<file path="config.mk">
export PLATFORM = sky130hd
export DESIGN_NAME = dual_key_timed_debouncer_top
export DESIGN_NICKNAME = d
export VERILOG_FILES = /design/src/dktd_pkg.sv /design/src/dual_key_timed_debouncer_top.sv
export SDC_FILE = /design/constraint.sdc
export NUM_CORES = 1
export LEC_CHECK = 0
export BUFFER_PORTS_ARGS = -buffer_cell sky130_fd_sc_hd__buf_2
export CORE_MARGIN = 3
export CORE_UTILIZATION = 50
export CTS_CLUSTER_DIAMETER = 150
export DETAILED_ROUTE_END_ITERATION = 8
export PLACE_DENSITY = 0.72
export SLEW_MARGIN = 20
export SYNTH_ARGS = -nofsm -noshare
export SYNTH_HDL_FRONTEND = slang
export SYNTH_SLANG_ARGS = --single-unit
</file>
<file path="constraint.sdc">
create_clock -name clock -period 6.91 [get_ports clock]
set_input_delay 1.382 -clock clock [delete_from_list [all_inputs] [get_ports clock]]
set_output_delay 1.382 -clock clock [all_outputs]
set_load 0.02 [all_outputs]
</file>
<file path="src/dktd_pkg.sv">
`timescale 1ns / 1ps
// ----------------------------------------------------------------------------
// dktd_pkg: shared types for the dual-key timed debouncer
// Request and response payloads, key phase encodings and reset constants.
// ----------------------------------------------------------------------------
package dktd_pkg;

   localparam int unsigned TimeWidth   = 32;
   localparam int unsigned WindowWidth = 16;

   localparam logic [WindowWidth-1:0] WindowResetMs = WindowWidth'(20);

   typedef struct packed {
      logic [TimeWidth-1:0] now_ms;
      logic                 key1_change_seen;
      logic                 key2_rise_seen;
      logic                 key1_pin_level;
      logic                 key2_pin_level;
   } req_payload_type;

   typedef struct packed {
      logic key1_edge_pulse;
      logic key2_press_pulse;
      logic key1_is_high;
   } rsp_payload_type;

   typedef enum logic {
      K1_IDLE     = 1'b0,
      K1_DEBOUNCE = 1'b1
   } key1_phase_type;

   // Code 3 is never entered; it acts as idle for the rise flag.
   typedef enum logic [1:0] {
      K2_IDLE      = 2'd0,
      K2_DEBOUNCE  = 2'd1,
      K2_CONFIRMED = 2'd2
   } key2_phase_type;

endpackage

</file>
<file path="src/dual_key_timed_debouncer_top.sv">
`timescale 1ns / 1ps
// ----------------------------------------------------------------------------
// dual_key_timed_debouncer_top: two-key debouncer with a millisecond window
// One request per key update call, one response per request.
// ----------------------------------------------------------------------------
//  channel | ports                          | handshake       | payload
//  --------+--------------------------------+-----------------+------------------
//  request | req_valid/req_ready/req_payload| valid & ready   | req_payload_type
//  response| rsp_valid/rsp_ready/rsp_payload| valid & ready   | rsp_payload_type
//  config  | csr_write_enable/csr_write_data| enable, no wait | 16-bit window ms
//
//  A request is captured in an input register, then evaluated against the
//  key state and written to the response register; one request per cycle
//  is sustained while responses are not stalled.
//  The evaluation path is one 32-bit subtract and compare per key.
//  A stalled response holds the stage behind it; req_ready drops only when
//  both registers are full and rsp_ready is low.
//  Synchronous reset clears key state, valid flags and sets the window to 20.
// ----------------------------------------------------------------------------
module dual_key_timed_debouncer_top (
   input  logic                         clock,
   input  logic                         reset,
   input  logic                         req_valid,
   output logic                         req_ready,
   input  dktd_pkg::req_payload_type    req_payload,
   output logic                         rsp_valid,
   input  logic                         rsp_ready,
   output dktd_pkg::rsp_payload_type    rsp_payload,
   input  logic                         csr_write_enable,
   input  logic [dktd_pkg::WindowWidth-1:0] csr_write_data
);
   import dktd_pkg::*;

   logic                   window_ff;
   logic [WindowWidth-1:0] window_ms_ff;

   logic            stage_valid_ff;
   req_payload_type stage_ff;
   logic            rsp_valid_ff;
   rsp_payload_type rsp_ff;
   rsp_payload_type rsp_in;

   key1_phase_type       key1_phase_ff, key1_phase_in, key1_phase_mid;
   logic [TimeWidth-1:0] key1_start_ff, key1_start_in;
   logic                 key1_stable_ff, key1_stable_in;
   key2_phase_type       key2_phase_ff, key2_phase_in, key2_phase_mid;
   logic [TimeWidth-1:0] key2_start_ff, key2_start_in;

   logic                 advance;
   logic                 key1_open, key2_open;
   logic [TimeWidth-1:0] key1_elapsed, key2_elapsed;
   logic                 key1_due, key2_due;

   // Load the window on every write.
   always_ff @(posedge clock) begin
      if (reset) begin
         window_ms_ff <= WindowResetMs;
         window_ff    <= 1'b0;
      end else if (csr_write_enable) begin
         window_ms_ff <= csr_write_data;
         window_ff    <= 1'b1;
      end
   end

   assign advance   = stage_valid_ff && (!rsp_valid_ff || rsp_ready);
   assign req_ready = !stage_valid_ff || advance;
   assign rsp_valid   = rsp_valid_ff;
   assign rsp_payload = rsp_ff;

   // Apply edge flags first: an idle key enters debounce stamped with now.
   assign key1_open = stage_ff.key1_change_seen && (key1_phase_ff == K1_IDLE);
   assign key2_open = stage_ff.key2_rise_seen &&
                      (key2_phase_ff != K2_DEBOUNCE) && (key2_phase_ff != K2_CONFIRMED);

   assign key1_phase_mid = key1_open ? K1_DEBOUNCE : key1_phase_ff;
   assign key2_phase_mid = key2_open ? K2_DEBOUNCE : key2_phase_ff;
   assign key1_start_in  = key1_open ? stage_ff.now_ms : key1_start_ff;
   assign key2_start_in  = key2_open ? stage_ff.now_ms : key2_start_ff;

   // Wrapping differences against the window.
   assign key1_elapsed = stage_ff.now_ms - key1_start_in;
   assign key2_elapsed = stage_ff.now_ms - key2_start_in;
   assign key1_due = (key1_phase_mid == K1_DEBOUNCE) &&
                     (key1_elapsed >= TimeWidth'(window_ms_ff));
   assign key2_due = (key2_phase_mid == K2_DEBOUNCE) &&
                     (key2_elapsed >= TimeWidth'(window_ms_ff));

   // Next state
   always_comb begin
      key1_phase_in  = key1_phase_mid;
      key1_stable_in = key1_stable_ff;
      if (key1_due) begin
         key1_phase_in  = K1_IDLE;
         key1_stable_in = stage_ff.key1_pin_level;
      end

      key2_phase_in = key2_phase_mid;
      unique case (key2_phase_mid)
         K2_DEBOUNCE: begin
            if (key2_due) begin
               key2_phase_in = stage_ff.key2_pin_level ? K2_CONFIRMED : K2_IDLE;
            end
         end
         K2_CONFIRMED: begin
            if (!stage_ff.key2_pin_level) begin
               key2_phase_in = K2_IDLE;
            end
         end
         default: begin
            key2_phase_in = key2_phase_mid;
         end
      endcase
   end

   // Outputs
   always_comb begin
      rsp_in.key1_edge_pulse  = key1_due && (stage_ff.key1_pin_level != key1_stable_ff);
      rsp_in.key2_press_pulse = key2_due && stage_ff.key2_pin_level;
      rsp_in.key1_is_high     = key1_stable_in;
   end

   always_ff @(posedge clock) begin
      if (reset) begin
         stage_valid_ff <= 1'b0;
         rsp_valid_ff   <= 1'b0;
         key1_phase_ff  <= K1_IDLE;
         key1_start_ff  <= '0;
         key1_stable_ff <= 1'b0;
         key2_phase_ff  <= K2_IDLE;
         key2_start_ff  <= '0;
      end else begin
         if (req_ready) begin
            stage_valid_ff <= req_valid;
         end
         if (advance) begin
            rsp_valid_ff   <= 1'b1;
            key1_phase_ff  <= key1_phase_in;
            key1_start_ff  <= key1_start_in;
            key1_stable_ff <= key1_stable_in;
            key2_phase_ff  <= key2_phase_in;
            key2_start_ff  <= key2_start_in;
         end else if (rsp_ready) begin
            rsp_valid_ff <= 1'b0;
         end
      end
   end

   // Payload registers: hold while stalled.
   always_ff @(posedge clock) begin
      if (req_valid && req_ready) begin
         stage_ff <= req_payload;
      end
      if (advance) begin
         rsp_ff <= rsp_in;
      end
   end

   // A key 1 edge pulse must flip the stored stable level.
   a_key1_pulse_flips: assert property (@(posedge clock) disable iff (reset)
      advance && rsp_in.key1_edge_pulse |=> key1_stable_ff != $past(key1_stable_ff))
      else $error("key 1 pulse without level change");

   // Without a pulse the stable level holds.
   a_key1_level_holds: assert property (@(posedge clock) disable iff (reset)
      !(advance && rsp_in.key1_edge_pulse) |=> $stable(key1_stable_ff))
      else $error("key 1 level changed without pulse");

   // A key 2 press leaves key 2 confirmed.
   a_key2_press_confirms: assert property (@(posedge clock) disable iff (reset)
      advance && rsp_in.key2_press_pulse |=> key2_phase_ff == K2_CONFIRMED)
      else $error("key 2 press did not confirm");

   // Backpressure only when both registers are full and the sink stalls.
   a_ready_drop: assert property (@(posedge clock) disable iff (reset)
      !req_ready |-> stage_valid_ff && rsp_valid_ff && !rsp_ready)
      else $error("request stalled without cause");

   // Window register tracks the last write.
   a_window_write: assert property (@(posedge clock) disable iff (reset)
      csr_write_enable |=> window_ff && window_ms_ff == $past(csr_write_data))
      else $error("window write lost");

endmodule
</file>
==> flow_summary_export.csv, run 1 <==
group,metric,value,unit
run_status,status,"completed",
floorplanning,die-height,146,µm
setup_path,path_cells,"nor2b_4 -> mux2i_1 -> ha_1 -> a21oi_1 -> nand2_1 -> o21ai_0 -> nor2_1 -> nor2_1 -> nor3_1 -> or2_2 -> xor2_1 -> ha_1 -> a2111oi_2 -> o211ai_1 -> a2111o_1 -> nor4_1 -> o311ai_1 -> a2111oi_2 -> nand4b_1 -> o21ai_2 -> mux2_1",
clocking,numCtsBuffers,17,
yosys,synthTopCellsByCount,"nor2_1 (135), a21oi_1 (102), nand2_1 (87)",
timing,rsz0062_at_grt,"false",
finish,nFillCells,1774,
yosys,ys.flop_type,"dfxtp_1",
floorplanning,start_util,0.517,
yosys,yosysWarningCount,0,
clocking,cts_hold_buffers,0,
yosys,synth_top_area_frac,0.175,
floorplanning,fp.coreArea,0.0190,mm²
finish,finalNetCount,1348,
finish,diodes,0,
setup_path,max_stage_delay,0.52,ns
drt,drt_iter0_drc,763,
setup_path,cp-end-kind,"register",
clocking,cts_tree,"done",
timing,setup-tns-final,0,ns
floorplanning,die_area,0.0214,mm²
setup_path,crit_buf_inv,0,
floorplanning,rows,50,
drt,antenna_left,0,
clocking,clk_pin_slew,0.06,ns
timing,slew_headroom,0.319,
yosys,ys_ff_latch,125,
grt,grt_pass1_vias,8514,
setup_path,critPathArrivalTime,6.03,ns
setup_path,critical_path_required,7.08,ns
power_and_ir_drop,p_leak,0.00433,µW
drt,routed-via-count,8964,
place,hpwl,20.1,mm
setup_path,slowest_stage,"nor2b_4",
yosys,syn_area,0.00984,mm²
drt,drcViolationCount,0,
yosys,yosysUniqueCellTypes,78,
clocking,clock-root-buffer,"clkbuf_16",
floorplanning,die_x,146,µm
yosys,yosysTopAreaCell,"dfxtp_1",
floorplanning,io_pins,62,
clocking,post_cts_buffers,0,
timing,finalCritPeriodShare,0.848,
clocking,clock_path_buffers,2,
setup_path,start_kind,"register",
setup_path,cp_top_family,"compound AO/OA/AOI/OAI gates",
drt,wirelength,26.9,mm
setup_path,worstSetupPathType,"register to register",
grt,overflow,0,
yosys,syn_nets,1329,
yosys,synth-seq-area-share,0.294,
yosys,yosys-top-cells-area,"dfxtp_1 (17%), edfxtp_1 (12%), ha_1 (11%)",
place,port_buffers,61,
place,place_congestion,0.922,
finish,drive_above_1_share,0.0977,
grt,antenna_found_initial,0,
yosys,syn_avg_cell_area,8.29,µm²
grt,track_usage,0.249,
timing,hold_violations,0,
yosys,synth_edf_count,39,
yosys,synth_cells,1187,
power_and_ir_drop,irDropWorstVdd,0.190,mV
timing,setup-violations-final,0,
timing,worstMarginPinSlew,1.02,ns
yosys,synthArstFlopShare,0,
flow_run,maxCapViolCount,0,
clocking,insertion_delay,0.43,ns
finish,area_growth,9.84,%
power_and_ir_drop,finalPower,2570,µW
drt,wl_per_cell,18.2,µm
timing,fin_skew,0.00960,ns
drt,firstDrtPassIters,5,
timing,fmax,171,MHz
finish,regArea,0.00289,mm²
min_path,hold_path.class,"register to register",
clocking,post_cts_resize_count,0,
grt,grt_pass1_wl,43.6,mm
setup_path,worstPathMaxFanout,15,
power_and_ir_drop,powerDensity,237,mW/mm²
finish,multi_input_area,0.00654,mm²
yosys,yosysMostFrequentCell,"nor2_1",
clocking,ctsHtreeMaxLevel,4,
clocking,numClockSinks,125,
timing,finalCriticalPeriod,5.86,ns
drt,viasPerCell,6.06,
grt,grt_max_degree,64,
timing,slew_viol_final,0,
[sequential cells by signal (all words and copies together), names as in the netlist]
name / cells
key1_phase_ff: 1
key1_stable_ff: 1
key1_start_ff: 32
key2_phase_ff: 2
key2_start_ff: 32
rsp_payload: 3
rsp_valid: 1
stage_ff: 36
stage_valid_ff: 1
window_ms_ff: 16
[worst paths after layout]
check	cells after the start	end	slack (ns)	start
hold reg to reg	2	key1_start_ff[28]	0.46	key1_start_ff[28]
hold / removal	2	key1_start_ff[28]	0.46	key1_start_ff[28]
setup reg to reg	21	rsp_payload[0]	1.05	stage_ff[3]
setup / recovery	21	rsp_payload[0]	1.05	stage_ff[3]
[tightest hold or removal path: cells and delay by family (launching register included)]
kind	cells	cell delay (ns)
DFF	1	0.31
and+or+nand+nor	1	0.05
AOI/OAI and AO/OA	1	0.05
[report_power, final]
part | total [µW] | internal [µW] | switching (µW)
sequential | 849 | 805 | 44.4
clock | 845 | 499 | 346
combinational | 873 | 352 | 521
[cell usage in the layout, fill, tap and decap left out, drive strengths merged, types with 10 or more instances in the layout]
| master | n |
|---|---|
| nand2b | 20 |
| xor2 | 20 |
| o21bai | 10 |
| clkbuf | 20 |
| nor2b | 30 |
| a21oi | 103 |
| a21o | 30 |
| a211oi | 60 |
| ha | 84 |
| mux2i | 72 |
| nor3 | 23 |
| inv | 40 |
| nand3 | 21 |
| nand4 | 23 |
| buf | 67 |
| xnor2 | 29 |
| edfxtp | 39 |
| dfxtp | 86 |
| o21ai | 66 |
| nor2 | 136 |
| o211ai | 15 |
| nand2 | 87 |
[final cells by class]
class,instances,area share
repair buffers,67,0.0324
inverters,41,0.0144
multi-input cells,954,0.605
flip-flops and latches,125,0.268
well taps,260,0.0301
clock inverters,11,0.00903
clock buffers,20,0.0413
[logic make-up (layout without fill, tap and decap cells)]
group | Yosys count | after routing | share of synthesized area
AOI/OAI and AO/OA | 360 | 360 | 0.246
muxes | 74 | 74 | 0.0755
xor gates and xnor gates | 49 | 49 | 0.0436
adders and majority gates | 87 | 87 | 0.111
buffers and inverters | 108 | 139 | 0.0427
and+or+nand+nor | 384 | 384 | 0.188
DFF | 125 | 125 | 0.294
[routing by layer]
metal	wire length [µm]	track usage	vias to the layer above
met3	1540	0.0403	42
met4	567	0.0800	0
li1	-	-	4424
met1	12500	0.344	4241
met5	0	0	-
met2	12300	0.401	257
[stage by stage]
step | instances | cell area (µm²) | hold slack (ns) | utilization | setup slack, ns
final | 1478 | 10800 | 0.458 | 0.568 | 1.05
after global routing | 1478 | 10800 | 0.479 | 0.568 | 0.540
after CTS | 1478 | 10800 | 0.461 | 0.568 | 1.07
after detailed placement | 1447 | 10300 | 0.451 | 0.540 | 1.10
after global placement | 1447 | 10300 | 0.449 | 0.540 | 1.24
after floorplan | 1187 | 9840 | 0.436 | - | 1.13
(Power assumes the default switching activity.)
==> run 2, diff against run 1 <==
Settings changed: PLACE_DENSITY 0.72 to 0.74.
Clock period 6.91 ns to 5.3 ns, I/O delays scaled along.
==> run 2 against run 1 <==
Compared with the run above:
- wire length grew 2.7%
- highest routed layer unchanged
- largest power group unchanged
- die area is the same
- cell area rose by 4.0%
- power increased by 37%
- sequential cell count did not move
==> flow_summary_export.csv, run 2 (synthesis gave the netlist of run 1 again) <==
group,metric,value,unit
finish,largest_reg_flops,36,
grt,track_usage,0.252,
floorplanning,io_pins,62,
min_path,min-delay-start,"key1_start_ff[28]",
finish,finalNetCount,1385,
setup_path,crit_buf_inv,3,
setup_path,max_stage_delay,0.43,ns
timing,finalCritPeriodShare,0.949,
drt,routed-via-count,9186,
setup_path,worstSetupPathType,"register to register",
power_and_ir_drop,irDropWorstVdd,0.245,mV
finish,finish.instance_area,0.0112,mm²
finish,layout_commonest_cell,"nor2_1",
setup_path,cp_top_family,"compound AO/OA/AOI/OAI gates",
floorplanning,die_area,0.0214,mm²
finish,diodes,0,
timing,worstMarginPinSlew,1.03,ns
finish,drive_above_1_share,0.139,
drt,wirelength,27.6,mm
floorplanning,start_util,0.517,
min_path,whs_endpoint,"key1_start_ff[28]",
timing,hold_violations,0,
place,hpwl,20.2,mm
timing,setup-violations-final,0,
clocking,numClockSinks,125,
timing,fmax,199,MHz
floorplanning,rows,50,
floorplanning,die-height,146,µm
flow_run,maxCapViolCount,0,
drt,viasPerCell,6.06,
setup_path,rrSetupSlack,0.27,ns
setup_path,ff2ff_path_depth,22,
finish,top_register,"stage_ff",
floorplanning,fp.coreArea,0.0190,mm²
setup_path,start_kind,"register",
drt,drcViolationCount,0,
power_and_ir_drop,finalPower,3510,µW
grt,grt_pass1_wl,43.8,mm
min_path,holdPathStages,2,
finish,nFillCells,1695,
place,place_area,0.0105,mm²
setup_path,worstReg2RegStart,"stage_ff[3]",
grt,grt_max_degree,61,
clocking,insertion_delay,0.43,ns
floorplanning,die_x,146,µm
grt,grt_pass1_vias,8582,
timing,fin_skew,0.00891,ns
finish,post-route-util,0.591,
min_path,hold_path.class,"register to register",
finish,top_regs,"stage_ff (36), key1_start_ff (32), key2_start_ff (32)",
finish,mostFrequentLayoutCells,"nor2_1 (135), a21oi_1 (99), nand2_1 (87)",
grt,antenna_found_initial,0,
setup_path,path_cells,"nor2b_4 -> buf_12 -> buf_4 -> mux2_2 -> ha_1 -> inv_1 -> fa_1 -> a211oi_2 -> o21ai_2 -> a22oi_2 -> nand2_1 -> xor2_1 -> ha_1 -> o21ai_0 -> nor2_1 -> a2111o_1 -> nor4_2 -> o311ai_1 -> a2111oi_2 -> nand4b_1 -> o21ai_2 -> mux2_1",
setup_path,critical_path_required,5.47,ns
drt,drt_iter0_drc,796,
finish,area_growth,14.2,%
clocking,numCtsBuffers,17,
power_and_ir_drop,powerDensity,312,mW/mm²
setup_path,slowest_stage,"fa_1",
place,port_buffers,61,
run_status,status,"completed",
setup_path,r2r_end,"rsp_payload[0]",
setup_path,critPathArrivalTime,5.20,ns
drt,wl_per_cell,18.2,µm
timing,slew_viol_final,0,
timing,slew_headroom,0.314,
timing,setup-tns-final,0,ns
clocking,cts_tree,"done",
clocking,clk_pin_slew,0.06,ns
clocking,clock_path_buffers,2,
timing,timing.hold.ws,0.465,ns
clocking,ctsHtreeMaxLevel,4,
clocking,clock-root-buffer,"clkbuf_16",
grt,overflow,0,
drt,firstDrtPassIters,5,
power_and_ir_drop,p_leak,0.00454,µW
setup_path,worstPathMaxFanout,9,
place,place_congestion,0.941,
timing,finalCriticalPeriod,5.03,ns
drt,antenna_left,0,
setup_path,cp-end-kind,"register",
run 2: cell types whose count changed in the layout (fill, tap and decap cells not counted), sizes merged:
cell    before  now
clkinv       9    6
buf         67  104
bufinv       1    2
clkbuf      20   18
inv         40   45
run 2: power by group:
| part | internal, µW | switching [µW] |
|---|---|---|
| registers | 1050 | 56.9 |
| logic | 503 | 704 |
| clock network | 703 | 490 |
run 2: per-stage QoR:
step                      cells  setup WS [ns]
final                      1516          0.268
after detailed placement   1475        -0.0910
after CTS                  1509         0.0213
after global placement     1475          0.132
after global routing       1516        -0.0712
after floorplan            1187         0.0661
run 2: tightest hold or removal path, stage by stage (launching register included):
cell and delay [ns]:
dfxtp_1 0.31, nand2_1 0.05, a21oi_1 0.05
run 2: routing by layer:
layer / vias to the layer above / part of all wire / track usage
li1: 4496 / - / -
met1: 4329 / 0.46 / 0.348
met2: 314 / 0.46 / 0.405
met3: 47 / 0.057 / 0.0403
met4: 0 / 0.020 / 0.0762
met5: - / 0 / 0
run 2: worst max path at each step:
stage,startpoint,end,slack (ns),cells past startpoint
5_1_grt,stage_ff[3],rsp_payload[0],-0.07,22
4_1_cts,stage_ff[3],rsp_payload[0],0.02,22
3_5_place_dp,stage_ff[3],rsp_payload[0],-0.09,21
2_1_floorplan,stage_ff[3],rsp_payload[0],0.07,23
6_report,stage_ff[3],rsp_payload[0],0.27,22
3_3_place_gp,stage_ff[3],rsp_payload[0],0.13,21
run 2: layout make-up:
| cell class | count | area [µm²] | area share |
|---|---|---|---|
| clock buffers | 18 | 429 | 0.0382 |
| repair buffers | 104 | 641 | 0.0570 |
| multi-input cells | 954 | 6640 | 0.590 |
| inverters | 41 | 155 | 0.0138 |
| clock inverters | 14 | 160 | 0.0142 |
| flip-flops and latches | 125 | 2890 | 0.257 |
| well taps | 260 | 325 | 0.0289 |
run 2: what timing repair did:
item | 4_1_cts | 5_1_grt
buffers inserted | 2 | 7
setup endpoints to repair | 1 | 4
pin swaps | 0 | 12
hold buffers | 0 | 0
gates resized for setup | 0 | 19
cloned | 0 | 0
